File: src/sv/affine_grid_point_generator_top_defines.svh
// Assertion macros shared by the affine grid point generator RTL
`ifndef AFFINE_GRID_POINT_GENERATOR_TOP_DEFINES_SVH
`define AFFINE_GRID_POINT_GENERATOR_TOP_DEFINES_SVH

// check a property on every clock edge outside reset
`define AGPG_ASSERT(lbl, clk, rstn, prop, msg) \
  lbl: assert property (@(posedge clk) disable iff (!(rstn)) (prop)) else $error(msg);

// check that a condition is followed by another in the next cycle
`define AGPG_ASSERT_NEXT(lbl, clk, rstn, ante, cons, msg) \
  lbl: assert property (@(posedge clk) disable iff (!(rstn)) (ante) |=> (cons)) else $error(msg);

`endif

File: src/sv/agpg_pkg.sv
// Types, constants and codes of the affine grid point generator
package agpg_pkg;

  localparam int unsigned IdxW       = 10;
  localparam int unsigned ExtW       = IdxW + 1;
  localparam int unsigned MagW       = ExtW;
  localparam int unsigned CoefW      = 16;
  localparam int unsigned CoefIdxW   = 4;
  localparam int unsigned CoefCount  = 12;
  localparam int unsigned CoordW     = 16;
  localparam int unsigned CoordFrac  = 14;
  localparam int unsigned OutW       = 20;
  localparam int unsigned AccW       = 36;
  localparam int unsigned MaxExtent  = 1024;
  localparam int unsigned CfgIdxW    = 3;
  localparam int unsigned CfgDataW   = ExtW;
  localparam int unsigned QueueDepth = 2;

  // radix-16 restoring divider for the normalised coordinate
  localparam int unsigned QuotW      = 16;
  localparam int unsigned DivShift   = CoordFrac + 1;
  localparam int unsigned DivisorW   = ExtW + 1;
  localparam int unsigned DividendW  = ExtW + DivShift + 1;
  localparam int unsigned DivBits    = 4;
  localparam int unsigned DivCycles  = QuotW / DivBits;

  localparam logic signed [CoordW-1:0] CoordOne = CoordW'(1) << CoordFrac;
  localparam int OutMaxI   = (1 << (OutW - 1)) - 1;
  localparam int OutMinI   = -(1 << (OutW - 1));
  localparam int RoundHalf = 1 << (CoordFrac - 1);

  typedef enum logic {
    FuncLoad  = 1'b0,
    FuncPoint = 1'b1
  } agpg_func_e;

  typedef enum logic [CfgIdxW-1:0] {
    CfgThreeD = 3'd0,
    CfgAlign  = 3'd1,
    CfgWidth  = 3'd2,
    CfgHeight = 3'd3,
    CfgDepth  = 3'd4
  } agpg_cfg_e;

  typedef struct packed {
    logic            neg;
    logic            zero;
    logic [MagW-1:0] mag;
    logic [ExtW-1:0] den;
  } agpg_axis_t;

  typedef struct packed {
    logic                    is_load;
    logic [CoefIdxW-1:0]     coef_index;
    logic signed [CoefW-1:0] coef_value;
    logic                    three_d;
    logic                    err;
    agpg_axis_t [2:0]        axis;
  } agpg_entry_t;

endpackage

File: src/sv/agpg_front.sv
// Front end: configuration registers, word intake and classification
module agpg_front (
  input  logic                              clk_i,
  input  logic                              rst_ni,
  input  logic                              cfg_we_i,
  input  logic [agpg_pkg::CfgIdxW-1:0]      cfg_index_i,
  input  logic [agpg_pkg::CfgDataW-1:0]     cfg_data_i,
  input  logic                              push_i,
  output logic                              full_o,
  input  logic                              func_i,
  input  logic [agpg_pkg::CoefIdxW-1:0]     coef_index_i,
  input  logic signed [agpg_pkg::CoefW-1:0] coef_value_i,
  input  logic [agpg_pkg::IdxW-1:0]         col_index_i,
  input  logic [agpg_pkg::IdxW-1:0]         row_index_i,
  input  logic [agpg_pkg::IdxW-1:0]         slice_index_i,
  input  logic                              q_full_i,
  output logic                              q_push_o,
  output agpg_pkg::agpg_entry_t             q_entry_o
);
  import agpg_pkg::*;

  function automatic logic [ExtW-1:0] clamp_ext(input logic [ExtW-1:0] n);
    if (n == '0) return ExtW'(1);
    if (n > ExtW'(MaxExtent)) return ExtW'(MaxExtent);
    return n;
  endfunction

  function automatic agpg_axis_t build_axis(input logic [IdxW-1:0] idx,
                                            input logic [ExtW-1:0] n,
                                            input logic            align);
    agpg_axis_t      ax;
    logic [ExtW-1:0] odd;
    odd     = ExtW'({idx, 1'b1});
    ax.neg  = odd < n;
    ax.mag  = ax.neg ? (n - odd) : (odd - n);
    ax.den  = align ? (n - ExtW'(1)) : n;
    ax.zero = (n == ExtW'(1));
    return ax;
  endfunction

  logic            three_d_q;
  logic            align_q;
  logic [ExtW-1:0] width_q;
  logic [ExtW-1:0] height_q;
  logic [ExtW-1:0] depth_q;
  logic [ExtW-1:0] w_ext;
  logic [ExtW-1:0] h_ext;
  logic [ExtW-1:0] d_ext;

  always_ff @(posedge clk_i or negedge rst_ni) begin
    if (!rst_ni) begin
      three_d_q <= 1'b0;
      align_q   <= 1'b0;
      width_q   <= ExtW'(1);
      height_q  <= ExtW'(1);
      depth_q   <= ExtW'(1);
    end else if (cfg_we_i) begin
      unique case (cfg_index_i)
        CfgThreeD: three_d_q <= cfg_data_i[0];
        CfgAlign:  align_q   <= cfg_data_i[0];
        CfgWidth:  width_q   <= cfg_data_i;
        CfgHeight: height_q  <= cfg_data_i;
        CfgDepth:  depth_q   <= cfg_data_i;
        default: ;
      endcase
    end
  end

  assign w_ext = clamp_ext(width_q);
  assign h_ext = clamp_ext(height_q);
  assign d_ext = clamp_ext(depth_q);

  always_comb begin
    q_entry_o            = '0;
    q_entry_o.is_load    = (func_i == FuncLoad);
    q_entry_o.coef_index = coef_index_i;
    q_entry_o.coef_value = coef_value_i;
    q_entry_o.three_d    = three_d_q;
    q_entry_o.err        = (ExtW'(col_index_i) >= w_ext) || (ExtW'(row_index_i) >= h_ext) ||
                           (three_d_q && (ExtW'(slice_index_i) >= d_ext));
    q_entry_o.axis[0]    = build_axis(col_index_i, w_ext, align_q);
    q_entry_o.axis[1]    = build_axis(row_index_i, h_ext, align_q);
    q_entry_o.axis[2]    = build_axis(slice_index_i, d_ext, align_q);
    if (!three_d_q) begin
      q_entry_o.axis[2].zero = 1'b1;
    end
  end

  assign full_o   = q_full_i;
  assign q_push_o = push_i && !q_full_i;

endmodule

File: src/sv/agpg_fifo.sv
// Short word queue between the front end and the back end
`include "affine_grid_point_generator_top_defines.svh"
module agpg_fifo #(
  parameter int unsigned DEPTH = agpg_pkg::QueueDepth
) (
  input  logic                  clk_i,
  input  logic                  rst_ni,
  input  logic                  push_i,
  input  agpg_pkg::agpg_entry_t entry_i,
  output logic                  full_o,
  input  logic                  pop_i,
  output agpg_pkg::agpg_entry_t entry_o,
  output logic                  empty_o
);
  import agpg_pkg::*;

  localparam int unsigned PtrW = $clog2(DEPTH);
  localparam int unsigned CntW = $clog2(DEPTH + 1);

  agpg_entry_t     mem_q [DEPTH];
  logic [PtrW-1:0] wr_ptr_q;
  logic [PtrW-1:0] rd_ptr_q;
  logic [CntW-1:0] cnt_q;
  logic            do_push;
  logic            do_pop;

  assign full_o  = (cnt_q == CntW'(DEPTH));
  assign empty_o = (cnt_q == '0);
  assign do_push = push_i && !full_o;
  assign do_pop  = pop_i && !empty_o;
  assign entry_o = mem_q[rd_ptr_q];

  always_ff @(posedge clk_i) begin
    if (do_push) begin
      mem_q[wr_ptr_q] <= entry_i;
    end
  end

  always_ff @(posedge clk_i or negedge rst_ni) begin
    if (!rst_ni) begin
      wr_ptr_q <= '0;
      rd_ptr_q <= '0;
      cnt_q    <= '0;
    end else begin
      if (do_push) begin
        wr_ptr_q <= (wr_ptr_q == PtrW'(DEPTH - 1)) ? '0 : wr_ptr_q + PtrW'(1);
      end
      if (do_pop) begin
        rd_ptr_q <= (rd_ptr_q == PtrW'(DEPTH - 1)) ? '0 : rd_ptr_q + PtrW'(1);
      end
      if (do_push && !do_pop) begin
        cnt_q <= cnt_q + CntW'(1);
      end else if (do_pop && !do_push) begin
        cnt_q <= cnt_q - CntW'(1);
      end
    end
  end

  `AGPG_ASSERT(a_fifo_cnt_bound, clk_i, rst_ni, cnt_q <= CntW'(DEPTH), "queue count overflow")

endmodule

File: src/sv/agpg_div.sv
// Radix-16 restoring divider for one normalised coordinate
module agpg_div (
  input  logic                               clk_i,
  input  logic                               rst_ni,
  input  logic                               start_i,
  input  logic [agpg_pkg::DividendW-1:0]     dividend_i,
  input  logic [agpg_pkg::DivisorW-1:0]      divisor_i,
  output logic                               done_o,
  output logic [agpg_pkg::QuotW-1:0]         quot_o
);
  import agpg_pkg::*;

  localparam int unsigned CntW = $clog2(DivCycles);

  logic                busy_q;
  logic                done_q;
  logic [CntW-1:0]     cnt_q;
  logic [DivisorW-1:0] rem_q;
  logic [DivisorW-1:0] rem_d;
  logic [QuotW-1:0]    low_q;
  logic [QuotW-1:0]    low_d;
  logic [DivisorW-1:0] div_q;

  always_comb begin
    logic [DivisorW:0] trial;
    trial = '0;
    rem_d = rem_q;
    low_d = low_q;
    for (int s = 0; s < DivBits; s++) begin
      trial = {rem_d, low_d[QuotW-1]};
      low_d = {low_d[QuotW-2:0], 1'b0};
      if (trial >= {1'b0, div_q}) begin
        trial    = trial - {1'b0, div_q};
        low_d[0] = 1'b1;
      end
      rem_d = trial[DivisorW-1:0];
    end
  end

  always_ff @(posedge clk_i or negedge rst_ni) begin
    if (!rst_ni) begin
      busy_q <= 1'b0;
      done_q <= 1'b0;
      cnt_q  <= '0;
    end else begin
      done_q <= 1'b0;
      if (start_i) begin
        busy_q <= 1'b1;
        cnt_q  <= '0;
      end else if (busy_q) begin
        cnt_q <= cnt_q + CntW'(1);
        if (cnt_q == CntW'(DivCycles - 1)) begin
          busy_q <= 1'b0;
          done_q <= 1'b1;
        end
      end
    end
  end

  always_ff @(posedge clk_i) begin
    if (start_i) begin
      rem_q <= DivisorW'(dividend_i[DividendW-1:QuotW]);
      low_q <= dividend_i[QuotW-1:0];
      div_q <= divisor_i;
    end else if (busy_q) begin
      rem_q <= rem_d;
      low_q <= low_d;
    end
  end

  assign done_o = done_q;
  assign quot_o = low_q;

endmodule

File: src/sv/agpg_back.sv
// Back end: coefficient store, coordinate division, multiply-accumulate and result word
`include "affine_grid_point_generator_top_defines.svh"
module agpg_back (
  input  logic                               clk_i,
  input  logic                               rst_ni,
  input  logic                               q_empty_i,
  input  agpg_pkg::agpg_entry_t              q_entry_i,
  output logic                               q_pop_o,
  output logic                               empty_o,
  input  logic                               pop_i,
  output logic signed [agpg_pkg::OutW-1:0]   out_x_o,
  output logic signed [agpg_pkg::OutW-1:0]   out_y_o,
  output logic signed [agpg_pkg::OutW-1:0]   out_z_o,
  output logic                               index_error_o,
  output logic                               saturated_o
);
  import agpg_pkg::*;

  localparam logic [1:0] StIdle = 2'd0;
  localparam logic [1:0] StDiv  = 2'd1;
  localparam logic [1:0] StMac  = 2'd2;
  localparam logic [1:0] StFin  = 2'd3;
  localparam int unsigned Lanes = 3;
  localparam logic [1:0] TermLast2d = 2'd2;
  localparam logic [1:0] TermLast3d = 2'd3;
  localparam logic signed [AccW-1:0] AccMax  = AccW'(OutMaxI);
  localparam logic signed [AccW-1:0] AccMin  = AccW'(OutMinI);
  localparam logic signed [AccW-1:0] AccHalf = AccW'(RoundHalf);

  logic [1:0]                     state_q;
  logic [1:0]                     state_d;
  logic signed [CoefW-1:0]        store_q [CoefCount];
  logic                           three_d_q;
  logic                           err_q;
  logic [1:0]                     term_q;
  logic signed [CoordW-1:0]       coord_q [Lanes];
  logic signed [AccW-1:0]         acc_q [Lanes];
  logic                           out_valid_q;
  logic [Lanes-1:0]               neg_q;
  logic [Lanes-1:0]               zero_q;

  logic                           div_start;
  logic [DividendW-1:0]           dividend [Lanes];
  logic [DivisorW-1:0]            divisor [Lanes];
  logic [Lanes-1:0]               div_done;
  logic                           done_all;
  logic [QuotW-1:0]               div_quot [Lanes];
  logic signed [CoordW-1:0]       coord_sel;
  logic signed [CoefW-1:0]        coef_sel [Lanes];
  logic signed [CoefW+CoordW-1:0] prod [Lanes];
  logic signed [AccW-1:0]         rnd [Lanes];
  logic signed [OutW-1:0]         clip [Lanes];
  logic [Lanes-1:0]               lane_sat;
  logic                           term_last;
  logic                           res_we;

  assign q_pop_o   = (state_q == StIdle) && !q_empty_i;
  assign div_start = q_pop_o && !q_entry_i.is_load && !q_entry_i.err;
  assign done_all  = &div_done;
  assign term_last = (term_q == (three_d_q ? TermLast3d : TermLast2d));
  assign res_we    = (state_q == StFin) && (!out_valid_q || pop_i);

  for (genvar a = 0; a < Lanes; a++) begin : g_lane
    assign dividend[a] = (DividendW'(q_entry_i.axis[a].mag) << DivShift) +
                         DividendW'(q_entry_i.axis[a].den);
    assign divisor[a]  = {q_entry_i.axis[a].den, 1'b0};

    agpg_div u_div (
      .clk_i      (clk_i),
      .rst_ni     (rst_ni),
      .start_i    (div_start),
      .dividend_i (dividend[a]),
      .divisor_i  (divisor[a]),
      .done_o     (div_done[a]),
      .quot_o     (div_quot[a])
    );
  end

  always_comb begin
    case (term_q)
      2'd0: begin
        coord_sel   = coord_q[0];
        coef_sel[0] = store_q[0];
        coef_sel[1] = three_d_q ? store_q[4] : store_q[3];
        coef_sel[2] = store_q[8];
      end
      2'd1: begin
        coord_sel   = coord_q[1];
        coef_sel[0] = store_q[1];
        coef_sel[1] = three_d_q ? store_q[5] : store_q[4];
        coef_sel[2] = store_q[9];
      end
      2'd2: begin
        coord_sel   = three_d_q ? coord_q[2] : CoordOne;
        coef_sel[0] = store_q[2];
        coef_sel[1] = three_d_q ? store_q[6] : store_q[5];
        coef_sel[2] = store_q[10];
      end
      default: begin
        coord_sel   = CoordOne;
        coef_sel[0] = store_q[3];
        coef_sel[1] = store_q[7];
        coef_sel[2] = store_q[11];
      end
    endcase
    for (int a = 0; a < Lanes; a++) begin
      prod[a] = coef_sel[a] * coord_sel;
      rnd[a]  = (acc_q[a] + AccHalf) >>> CoordFrac;
      if (rnd[a] > AccMax) begin
        clip[a]     = OutW'(OutMaxI);
        lane_sat[a] = 1'b1;
      end else if (rnd[a] < AccMin) begin
        clip[a]     = OutW'(OutMinI);
        lane_sat[a] = 1'b1;
      end else begin
        clip[a]     = rnd[a][OutW-1:0];
        lane_sat[a] = 1'b0;
      end
    end
  end

  always_comb begin
    state_d = state_q;
    unique case (state_q)
      StIdle: begin
        if (q_pop_o && !q_entry_i.is_load) begin
          state_d = q_entry_i.err ? StFin : StDiv;
        end
      end
      StDiv: begin
        if (done_all) begin
          state_d = StMac;
        end
      end
      StMac: begin
        if (term_last) begin
          state_d = StFin;
        end
      end
      StFin: begin
        if (res_we) begin
          state_d = StIdle;
        end
      end
      default: state_d = StIdle;
    endcase
  end

  always_ff @(posedge clk_i or negedge rst_ni) begin
    if (!rst_ni) begin
      state_q     <= StIdle;
      out_valid_q <= 1'b0;
      for (int e = 0; e < CoefCount; e++) begin
        store_q[e] <= '0;
      end
    end else begin
      state_q <= state_d;
      if (res_we) begin
        out_valid_q <= 1'b1;
      end else if (pop_i) begin
        out_valid_q <= 1'b0;
      end
      if (q_pop_o && q_entry_i.is_load && (q_entry_i.coef_index < CoefIdxW'(CoefCount))) begin
        store_q[q_entry_i.coef_index] <= q_entry_i.coef_value;
      end
    end
  end

  always_ff @(posedge clk_i) begin
    if (q_pop_o) begin
      three_d_q <= q_entry_i.three_d;
      err_q     <= q_entry_i.err;
    end
    if ((state_q == StDiv) && done_all) begin
      term_q <= '0;
      for (int a = 0; a < Lanes; a++) begin
        acc_q[a] <= '0;
        if (zero_q[a]) begin
          coord_q[a] <= '0;
        end else if (neg_q[a]) begin
          coord_q[a] <= -CoordW'(div_quot[a]);
        end else begin
          coord_q[a] <= CoordW'(div_quot[a]);
        end
      end
    end else if (state_q == StMac) begin
      term_q <= term_q + 2'd1;
      for (int a = 0; a < Lanes; a++) begin
        acc_q[a] <= acc_q[a] + AccW'(prod[a]);
      end
    end
    if (res_we) begin
      if (err_q) begin
        out_x_o     <= '0;
        out_y_o     <= '0;
        out_z_o     <= '0;
        saturated_o <= 1'b0;
      end else begin
        out_x_o     <= clip[0];
        out_y_o     <= clip[1];
        out_z_o     <= three_d_q ? clip[2] : '0;
        saturated_o <= lane_sat[0] || lane_sat[1] || (three_d_q && lane_sat[2]);
      end
      index_error_o <= err_q;
    end
  end

  // hold sign and extent-of-one flags of each axis while the dividers run
  always_ff @(posedge clk_i) begin
    if (div_start) begin
      for (int a = 0; a < Lanes; a++) begin
        neg_q[a]  <= q_entry_i.axis[a].neg;
        zero_q[a] <= q_entry_i.axis[a].zero;
      end
    end
  end

  assign empty_o = !out_valid_q;

  `AGPG_ASSERT(a_div_done_in_div, clk_i, rst_ni, !done_all || (state_q == StDiv), "divider finished outside the divide step")
  `AGPG_ASSERT_NEXT(a_load_stays_idle, clk_i, rst_ni, q_pop_o && q_entry_i.is_load, state_q == StIdle, "load word left the idle state")
  `AGPG_ASSERT(a_term_bound, clk_i, rst_ni, (state_q != StMac) || !three_d_q || (term_q <= TermLast3d), "term count out of range")
  `AGPG_ASSERT(a_term_bound_2d, clk_i, rst_ni, (state_q != StMac) || three_d_q || (term_q <= TermLast2d), "term count out of range in 2D")

endmodule

File: src/sv/affine_grid_point_generator_top.sv
// Top level of the affine grid point generator
//
//   channel   direction  handshake          words
//   point in  in         push_i / full_o    coefficient load or grid point
//   result    out        empty_o / pop_i    transformed coordinate, flags
//   config    in         cfg_we_i           register write, no wait
//
// A load word is taken by the back end without leaving the idle state; a grid point runs
// through the radix-16 coordinate dividers and then one multiply-accumulate per lane for
// each coefficient term. A point with an index error skips both and goes to the result.
// Reset clears the coefficient store and the control registers at once. The front end
// takes words into the queue until it is full while a result waits to be popped.
module affine_grid_point_generator_top #(
  parameter int unsigned QUEUE_DEPTH = agpg_pkg::QueueDepth
) (
  input  logic                              clk_i,
  input  logic                              rst_ni,
  input  logic                              cfg_we_i,
  input  logic [agpg_pkg::CfgIdxW-1:0]      cfg_index_i,
  input  logic [agpg_pkg::CfgDataW-1:0]     cfg_data_i,
  input  logic                              push_i,
  output logic                              full_o,
  input  logic                              func_i,
  input  logic [agpg_pkg::CoefIdxW-1:0]     coef_index_i,
  input  logic signed [agpg_pkg::CoefW-1:0] coef_value_i,
  input  logic [agpg_pkg::IdxW-1:0]         col_index_i,
  input  logic [agpg_pkg::IdxW-1:0]         row_index_i,
  input  logic [agpg_pkg::IdxW-1:0]         slice_index_i,
  output logic                              empty_o,
  input  logic                              pop_i,
  output logic signed [agpg_pkg::OutW-1:0]  out_x_o,
  output logic signed [agpg_pkg::OutW-1:0]  out_y_o,
  output logic signed [agpg_pkg::OutW-1:0]  out_z_o,
  output logic                              index_error_o,
  output logic                              saturated_o
);
  import agpg_pkg::*;

  logic        q_full;
  logic        q_push;
  logic        q_empty;
  logic        q_pop;
  agpg_entry_t q_wr_entry;
  agpg_entry_t q_rd_entry;

  agpg_front u_front (
    .clk_i         (clk_i),
    .rst_ni        (rst_ni),
    .cfg_we_i      (cfg_we_i),
    .cfg_index_i   (cfg_index_i),
    .cfg_data_i    (cfg_data_i),
    .push_i        (push_i),
    .full_o        (full_o),
    .func_i        (func_i),
    .coef_index_i  (coef_index_i),
    .coef_value_i  (coef_value_i),
    .col_index_i   (col_index_i),
    .row_index_i   (row_index_i),
    .slice_index_i (slice_index_i),
    .q_full_i      (q_full),
    .q_push_o      (q_push),
    .q_entry_o     (q_wr_entry)
  );

  agpg_fifo #(
    .DEPTH (QUEUE_DEPTH)
  ) u_fifo (
    .clk_i   (clk_i),
    .rst_ni  (rst_ni),
    .push_i  (q_push),
    .entry_i (q_wr_entry),
    .full_o  (q_full),
    .pop_i   (q_pop),
    .entry_o (q_rd_entry),
    .empty_o (q_empty)
  );

  agpg_back u_back (
    .clk_i         (clk_i),
    .rst_ni        (rst_ni),
    .q_empty_i     (q_empty),
    .q_entry_i     (q_rd_entry),
    .q_pop_o       (q_pop),
    .empty_o       (empty_o),
    .pop_i         (pop_i),
    .out_x_o       (out_x_o),
    .out_y_o       (out_y_o),
    .out_z_o       (out_z_o),
    .index_error_o (index_error_o),
    .saturated_o   (saturated_o)
  );

endmodule
File: config.mk
export PLATFORM = sky130hd
export DESIGN_NAME = affine_grid_point_generator_top
export DESIGN_NICKNAME = d
export VERILOG_FILES = /design/src/sv/agpg_pkg.sv /design/src/sv/agpg_front.sv /design/src/sv/agpg_fifo.sv /design/src/sv/agpg_div.sv /design/src/sv/agpg_back.sv /design/src/sv/affine_grid_point_generator_top.sv
export VERILOG_INCLUDE_DIRS = /design/src /design/src/sv
export SDC_FILE = /design/constraint.sdc
export NUM_CORES = 2
export LEC_CHECK = 0
export BUFFER_PORTS_ARGS = -buffer_cell sky130_fd_sc_hd__clkbuf_2
export CORE_ASPECT_RATIO = 0.5
export CORE_UTILIZATION = 50
export CTS_CLUSTER_DIAMETER = 60
export DETAILED_ROUTE_END_ITERATION = 12
export PLACE_DENSITY = 0.66
export SYNTH_ARGS = -nofsm -noshare
export SYNTH_HDL_FRONTEND = slang
export SYNTH_SLANG_ARGS = --single-unit
File: constraint.sdc
create_clock -name clk_i -period 21.1 [get_ports clk_i]
set_input_delay 3.165 -clock clk_i [delete_from_list [all_inputs] [get_ports clk_i]]
set_output_delay 3.165 -clock clk_i [all_outputs]
set_load 0.02 [all_outputs]
# ---- After elaboration in Yosys (flattened, before gate mapping)
# Memories as Yosys holds them, arrays and structs flattened.
# Cells that the tools add are included.
dict set report word_totals {
  elab_cells 387
  output_inout_bits 64
  reg_bits 435
  memories 3
  ram_bits 346
  inputBits 70
}
dict set report op_classes {
  n_lt_le_gt_ge 30
  n_reduce_logical 50
  bitwise_logic 12
  n_eq_ne 21
  muxes 171
  multipliers 3
  addsub 41
}
# memory depth word_bits read_ports rd_clocked_by_memory_dff write_ports line_no
set mem_list {}
lappend mem_list {u_fifo.mem_q 2 95 1 0 1 agpg_fifo.sv:20} ;# agpg_entry_t mem_q [DEPTH];
lappend mem_list {u_back.acc_q 3 36 3 0 3 agpg_back.sv:37} ;# logic signed [AccW-1:0] acc_q [Lanes];
lappend mem_list {u_back.coord_q 3 16 3 0 3 agpg_back.sv:36} ;# logic signed [CoordW-1:0] coord_q [Lanes];
# op n
set ops {}
lappend ops {{$mux W16} 17}
lappend ops {{$mux W11} 24}
lappend ops {{$bwmux W192} 1}
lappend ops {{$ge A13 B12 Y1} 12}
lappend ops {{$mux W12} 12}
lappend ops {{$pmux W48 S3} 1}
lappend ops {{$sub A12 B12 Y12} 12}
lappend ops {{$add A36 B15 Y36 const B} 3}
lappend ops {{$add A36 B32 Y36} 3}
lappend ops {{$mux W36} 3}
lappend ops {{$mul A16 B16 Y32} 3}
lappend ops {{$mux W1} 91}
lappend ops {{$add A26 B11 Y27} 3}
lappend ops {{$gt A22 B20 Y1 const B} 3}
lappend ops {{$lt A22 B20 Y1 const B} 3}
lappend ops {{$sub A11 B11 Y11} 6}
lappend ops {{$demux W16 S4} 1}
lappend ops {{$mux W20} 3}
lappend ops {{$mux W19} 3}
lappend ops {{$neg A16 Y16} 3}
lappend ops {{$pmux W16 S3} 1}
lappend ops {{$eq A11 B1 Y1 const B} 3}
lappend ops {{$ge A10 B11 Y1} 3}
lappend ops {{$gt A11 B11 Y1 const B} 3}
lappend ops {{33 further kinds} 111}

# ---- Logic depth before layout (Yosys ltp)
dict set report logic_depth {
  ltp_word 10
  mapped_depth 48
  mapped_depth_nobuf 44
}

# ---- Cells and area by module
# A second synthesis with hierarchy kept.
dict set report unflattened {
  hier_cells 8070
  hier_area_um2 81212.9
}
# mod seq_area_each_um2 cells_each area_per_inst_um2 n_inst
set modules_own_cells {}
lappend modules_own_cells {agpg_back 11706.2 5580 54427.2 1}
lappend modules_own_cells {agpg_div 1291.2 476 4561.9 3}
lappend modules_own_cells {agpg_fifo 5805.6 315 7253.2 1}
lappend modules_own_cells {agpg_front 879.6 747 5846.9 1}

# ---- Least setup slack after synthesis
# No wires, ideal clock.
dict set report synth_timing {
  kind {flip-flop to flip-flop}
  startpoint {register u_back.g_lane[1].u_div.div_q[1]}
  endpoint {register u_back.g_lane[1].u_div.rem_q[1], data pin}
  path_stages_with_launch 45
  t_required_ns 20.839
  setup_ns 0.261
  period_less_slack_ns 9.609
  path_slack_ns 11.491
  t_arrival_ns 9.349
  path_buffers 6
  cell_sequence {edfxtp_1 > ha_1 > fa_1 > nor2b_1 > o211ai_1 > a211oi_1 > o31a_1 > nand2b_4 > buf_6 > clkbuf_1 > nor2_1 > a21oi_1 > ha_1 > nor2b_1 > o31a_1 > o31a_1 > nor3_1 > o211ai_1 > [... 9 more ...] > o21ai_1 > a31oi_1 > clkbuf_1 > nand3b_1 > o21ai_0 > a21oi_1 > ha_1 > nor2b_1 > o21ai_0 > a21boi_0 > o21ai_0 > a21oi_1 > o21ai_0 > a21boi_0 > o31ai_1 > nand3b_4 > buf_6 > o311a_1}
}
dict set report synth_between {
  elab_chain_len 10
  elab_cells_between_ends 14
  classes_between {add/sub (4); order compare (4); mux (6)}
}
# element line_no
set synth_lines {}
lappend synth_lines {{from (decl)} agpg_div.sv:22} ;# logic [DivisorW-1:0] div_q;
lappend synth_lines {{from (signal assigned)} agpg_div.sv:64} ;# div_q <= divisor_i;
lappend synth_lines {{$sub A12 B12 Y12 / $ge A13 B12 Y1 (equally long branches)} {agpg_div.sv:33, agpg_div.sv:32}}
lappend synth_lines {{$mux W12} agpg_div.sv:32} ;# if (trial >= {1'b0, div_q}) begin
lappend synth_lines {{$sub A12 B12 Y12 / $ge A13 B12 Y1 (equally long branches)} {agpg_div.sv:33, agpg_div.sv:32}}
lappend synth_lines {{$mux W12} agpg_div.sv:32}
lappend synth_lines {{$ge A13 B12 Y1 / $sub A12 B12 Y12 (equally long branches)} {agpg_div.sv:32, agpg_div.sv:33}}
lappend synth_lines {{$mux W12} agpg_div.sv:32}
lappend synth_lines {{$sub A12 B12 Y12 / $ge A13 B12 Y1 (equally long branches)} {agpg_div.sv:33, agpg_div.sv:32}}
lappend synth_lines {{$mux W12 (*)} agpg_div.sv:32}
lappend synth_lines {{$mux W11 (*)} agpg_div.sv:65} ;# end else if (busy_q) begin
lappend synth_lines {{$mux W11 (*)} agpg_div.sv:61} ;# if (start_i) begin
lappend synth_lines {{to (signal assigned)} agpg_div.sv:62} ;# rem_q <= DivisorW'(dividend_i[DividendW-1:QuotW]);
lappend synth_lines {{to (signal assigned)} agpg_div.sv:66} ;# rem_q <= rem_d;
lappend synth_lines {{to (decl)} agpg_div.sv:18} ;# logic [DivisorW-1:0] rem_q;
# Mark *: on every way between the ends. The rest lies on a longest branch, timed or not. The select of a mux whose other input is x is not followed.
# A chain may end at the register's enable or synchronous reset.

# ---- Worst setup path after layout
dict set report layout_timing {
  startpoint {register u_back.g_lane[0].u_div.div_q[1]}
  endpoint {register u_back.g_lane[0].u_div.rem_q[3], data pin}
}
dict set report layout_between {
  elab_chain_len 10
  elab_cells_between_ends 14
  classes_between {add/sub (4); order compare (4); mux (6)}
}
# element line_no
set layout_lines {}
lappend layout_lines {{from (decl)} agpg_div.sv:22}
lappend layout_lines {{from (signal assigned)} agpg_div.sv:64}
lappend layout_lines {{$sub A12 B12 Y12 / $ge A13 B12 Y1 (equally long branches)} {agpg_div.sv:33, agpg_div.sv:32}}
lappend layout_lines {{$mux W12} agpg_div.sv:32}
lappend layout_lines {{$sub A12 B12 Y12 / $ge A13 B12 Y1 (equally long branches)} {agpg_div.sv:33, agpg_div.sv:32}}
lappend layout_lines {{$mux W12} agpg_div.sv:32}
lappend layout_lines {{$ge A13 B12 Y1 / $sub A12 B12 Y12 (equally long branches)} {agpg_div.sv:32, agpg_div.sv:33}}
lappend layout_lines {{$mux W12} agpg_div.sv:32}
lappend layout_lines {{$sub A12 B12 Y12 / $ge A13 B12 Y1 (equally long branches)} {agpg_div.sv:33, agpg_div.sv:32}}
lappend layout_lines {{$mux W12 (*)} agpg_div.sv:32}
lappend layout_lines {{$mux W11 (*)} agpg_div.sv:65}
lappend layout_lines {{$mux W11 (*)} agpg_div.sv:61}
lappend layout_lines {{to (signal assigned)} agpg_div.sv:62}
lappend layout_lines {{to (signal assigned)} agpg_div.sv:66}
lappend layout_lines {{to (decl)} agpg_div.sv:18}
# Marks and branches as above.

==> key figures <==
Routing
  • DRC: 0
  • Post-DR vias/cell: between 5 and 6
  • Routed Antenna Nets: 0
  • Iteration-0 DRC Markers: around 5600
  • Detailed Routing Iterations Pass 1: 8
  • Routed wire length: 211000 um
  • Routed wire length per instance: approximately 21 um
  • Vias: ~57000

Placed design
  • Port Buffers: approximately 130
  • Routability cong.: about 0.96
  • Post-DP HPWL: 163000 um

Timing
  • Final setup violating endpoints: 0
  • Final Critical Period: 10.33 ns
  • Max-slew headroom: 0.0817
  • Worst-margin pin slew: 1.38 ns
  • Layout Skew: between 0.02 and 0.025 ns
  • RSZ-0062 raised after global routing: false
  • Fin crit share: 0.490
  • Slew Limit Fails: 0
  • Fmax: roughly 97 MHz
  • Setup TNS: 0 ns
  • Final-report hold violation count: 0

Clock network
  • CTS tree: yes
  • Setup bufs post-CTS: 0
  • Worst-case clock buffer depth: 3
  • Skew-Pair Late Insertion Delay: ~0.72 ns
  • Reg clk slew, reported paths: 0.07 ns
  • Clock sinks: between 700 and 800
  • H-tree Lvls: 3
  • Post-CTS sizing: 0
  • Root buffer cell: clkbuf_16
  • CTS Hold Bufs: 0
  • TritonCTS Buffers: 85

Synth
  • Simple-gate share of the synthesized area: 0.133
  • Synthesized flop and latch total: between 700 and 800
  • Distinct cell type count after synthesis: ~110
  • Area contributors post-synth: fa_1, edfxtp_1, ha_1, dfrtp_1, inv_1
  • Post-synthesis net count: ~9400
  • Post-synthesis adder-cell area fraction: 0.340
  • Yosys warning total: 0
  • Yosys top cell area share: 0.249
  • Post-synthesis mux area share: 0.0344
  • Post-synth top cells: inv_1, fa_1, nand2_1
  • Post-synthesis compound-gate area fraction: 0.101
  • EDFF count, synth: 530
  • Main combinational cell family by area after synthesis: adder cells
  • Synth Area in XOR/XNOR: 0.0361
  • Top-count cell post-synth: inv_1
  • Commonest register cell after synthesis: edfxtp_1
  • Leading area contributor after synthesis: fa_1
  • Synthesized area per cell: ~10 um^2
  • Cells after Synth: just under 8000
  • Syn Std Cell Area: between 70000 and 80000 um^2
  • Sequential-to-total area share from yosys stat: 0.287
  • Synth async-reset ratio: 0.315

Hold path
  • Worst hold path type: flip-flop to flip-flop

Floorplanning
  • # rows: between 100 and 150
  • Die area: approximately 160000 um^2
  • Core ar.: 153000 um^2
  • Initial core utilization: 0.506
  • DIE HEIGHT: roughly 280 um
  • Die X: about 560 um
  • Io pins: roughly 130

Global routing
  • Initial antenna violation count: 8
  • GR Overflow Total: 0
  • Largest net degree at the start of global routing: 104
  • Vias in the first global route: between 50000 and 60000
  • First-pass GRT wire length: 331000 um
  • GRT Total Usage: 0.276

Cells and area
  • Area delta synth->final: 7.88%
  • Layout cell share with drive strength beyond 1: 0.0794
  • NumNets Final: roughly 9500
  • # fillers: 13700

Setup path
  • Worst Path Arrival: around 11 ns
  • Crit path required time: between 20 and 25 ns
  • Most used cell, CP: a21oi_1
  • Startpoint Class: flip-flop
  • Critical path endpoint category: flip-flop
  • CP Class: flip-flop to flip-flop
  • Worst-path maximum fanout: 16
  • Slowest stage cell, crit path: mux2i_2
  • Worst path max stage delay: 0.76 ns

Run status
  • Status: completed

Flow run
  • Maxcap violations: 0
path summary, 6_finish.rpt:
| path | slack (ns) | to | depth (start not counted) | from |
|---|---|---|---|---|
| max in group asynchronous | 16.08 | u_back.store_q[147] | 3 | rst_ni |
| min reg2reg | 0.48 | u_back.store_q[69] | 2 | u_back.store_q[69] |
| min | 0.48 | u_back.store_q[69] | 2 | u_back.store_q[69] |
| max reg2reg | 10.77 | u_back.g_lane[0].u_div.rem_q[3] | 39 | u_back.g_lane[0].u_div.div_q[1] |
| max | 10.77 | u_back.g_lane[0].u_div.rem_q[3] | 39 | u_back.g_lane[0].u_div.div_q[1] |
| min in group asynchronous | 2.45 | u_front.width_q[4] | 1 | rst_ni |
registers in the layout, summed over array words and instances (netlist names), 20 cells and up:
register / flops
u_fifo.mem_q: 190
u_back.g_lane.u_div.div_q: 33
u_back.g_lane.u_div.quot_o: 48
u_back.out_y_o: 20
u_back.out_x_o: 20
u_back.coord_q: 48
u_back.g_lane.u_div.rem_q: 36
u_back.out_z_o: 20
u_back.acc_q: 108
u_back.store_q: 192
cells in the final DEF, fill, tap and decap left out, types with 24 or more instances in the layout:
cell type  netlist  layout
inv_1         1084    1084
edfxtp_1       530     530
a211oi_1        45      45
a31oi_1         25      24
dfrtp_1        243     242
clkbuf_2         0     132
nor2_1         745     737
or3_1           42      42
o31ai_1         26      26
or2_2           34      34
mux2_2         145     145
xnor2_1        183     183
and2_1          77      76
buf_4            1     111
fa_1           961     961
nand2b_1        65      65
and3_1          40      39
nor2b_1         90      87
a21oi_1        348     345
clkbuf_16        0      86
o211ai_1        30      30
mux2i_1         93      92
o21a_1          47      47
o21ai_0        372     372
nand3_1         83      82
nand2_1        931     930
xor2_1         135     135
a21o_1         110     110
nor3_1          89      89
a22oi_1         35      35
nand4_1         48      48
ha_1           563     558
a222oi_1        28      28
stage by stage:
step | setup slack [ns] | hold slack, ns | instances | utilization | instance area [um^2]
global placement | 11.00 | 0.455 | 9829 | 0.526 | 80300
floorplan | 11.49 | 0.424 | 7822 | - | 77200
global route | 10.08 | 0.496 | 9985 | 0.546 | 83300
CTS | 10.88 | 0.477 | 9985 | 0.546 | 83300
finish | 10.77 | 0.476 | 9988 | 0.546 | 83300
detailed placement | 10.94 | 0.462 | 9829 | 0.526 | 80300
logic make-up after synthesis:
kind of cell | after synthesis
simple gates | 2322
mux | 244
fa+ha+maj | 1524
compound gates | 1248
xor+xnor | 318
flops | 781
buf+inv | 1385
routing by layer:
layer / vias to the layer above / share of wire / GRT usage
li1: 25900 / - / -
met1: 28000 / 0.44 / 0.391
met2: 2191 / 0.45 / 0.428
met3: 378 / 0.085 / 0.0549
met4: 2 / 0.033 / 0.0859
met5: - / 0.00045 / 0.00494
cell type report:
class                           count  area (um^2)  share of cell area
Antenna cell                        3         7.51           0.0000901
Inverter                         1088         4090              0.0491
Clock inverter                     57          768             0.00923
Tap cell                         2060         2580              0.0310
Clock buffer                       99         2230              0.0268
Multi-Input combinational cell   5656        49900               0.599
Sequential cell                   781        22200               0.266
Timing Repair Buffer              244         1510              0.0181
critical path: cells and delay by family, from the launching register on:
family | cells | cell delay, ns
compound gates | 21 | 4.36
fa+ha+maj | 5 | 1.77
buf+inv | 1 | 0.08
flops | 1 | 0.49
mux | 3 | 1.66
simple gates | 9 | 1.66
Power is left out: the tool's default activity adds up to more than one toggle a clock period on the data nets, which glitch-free logic cannot reach.
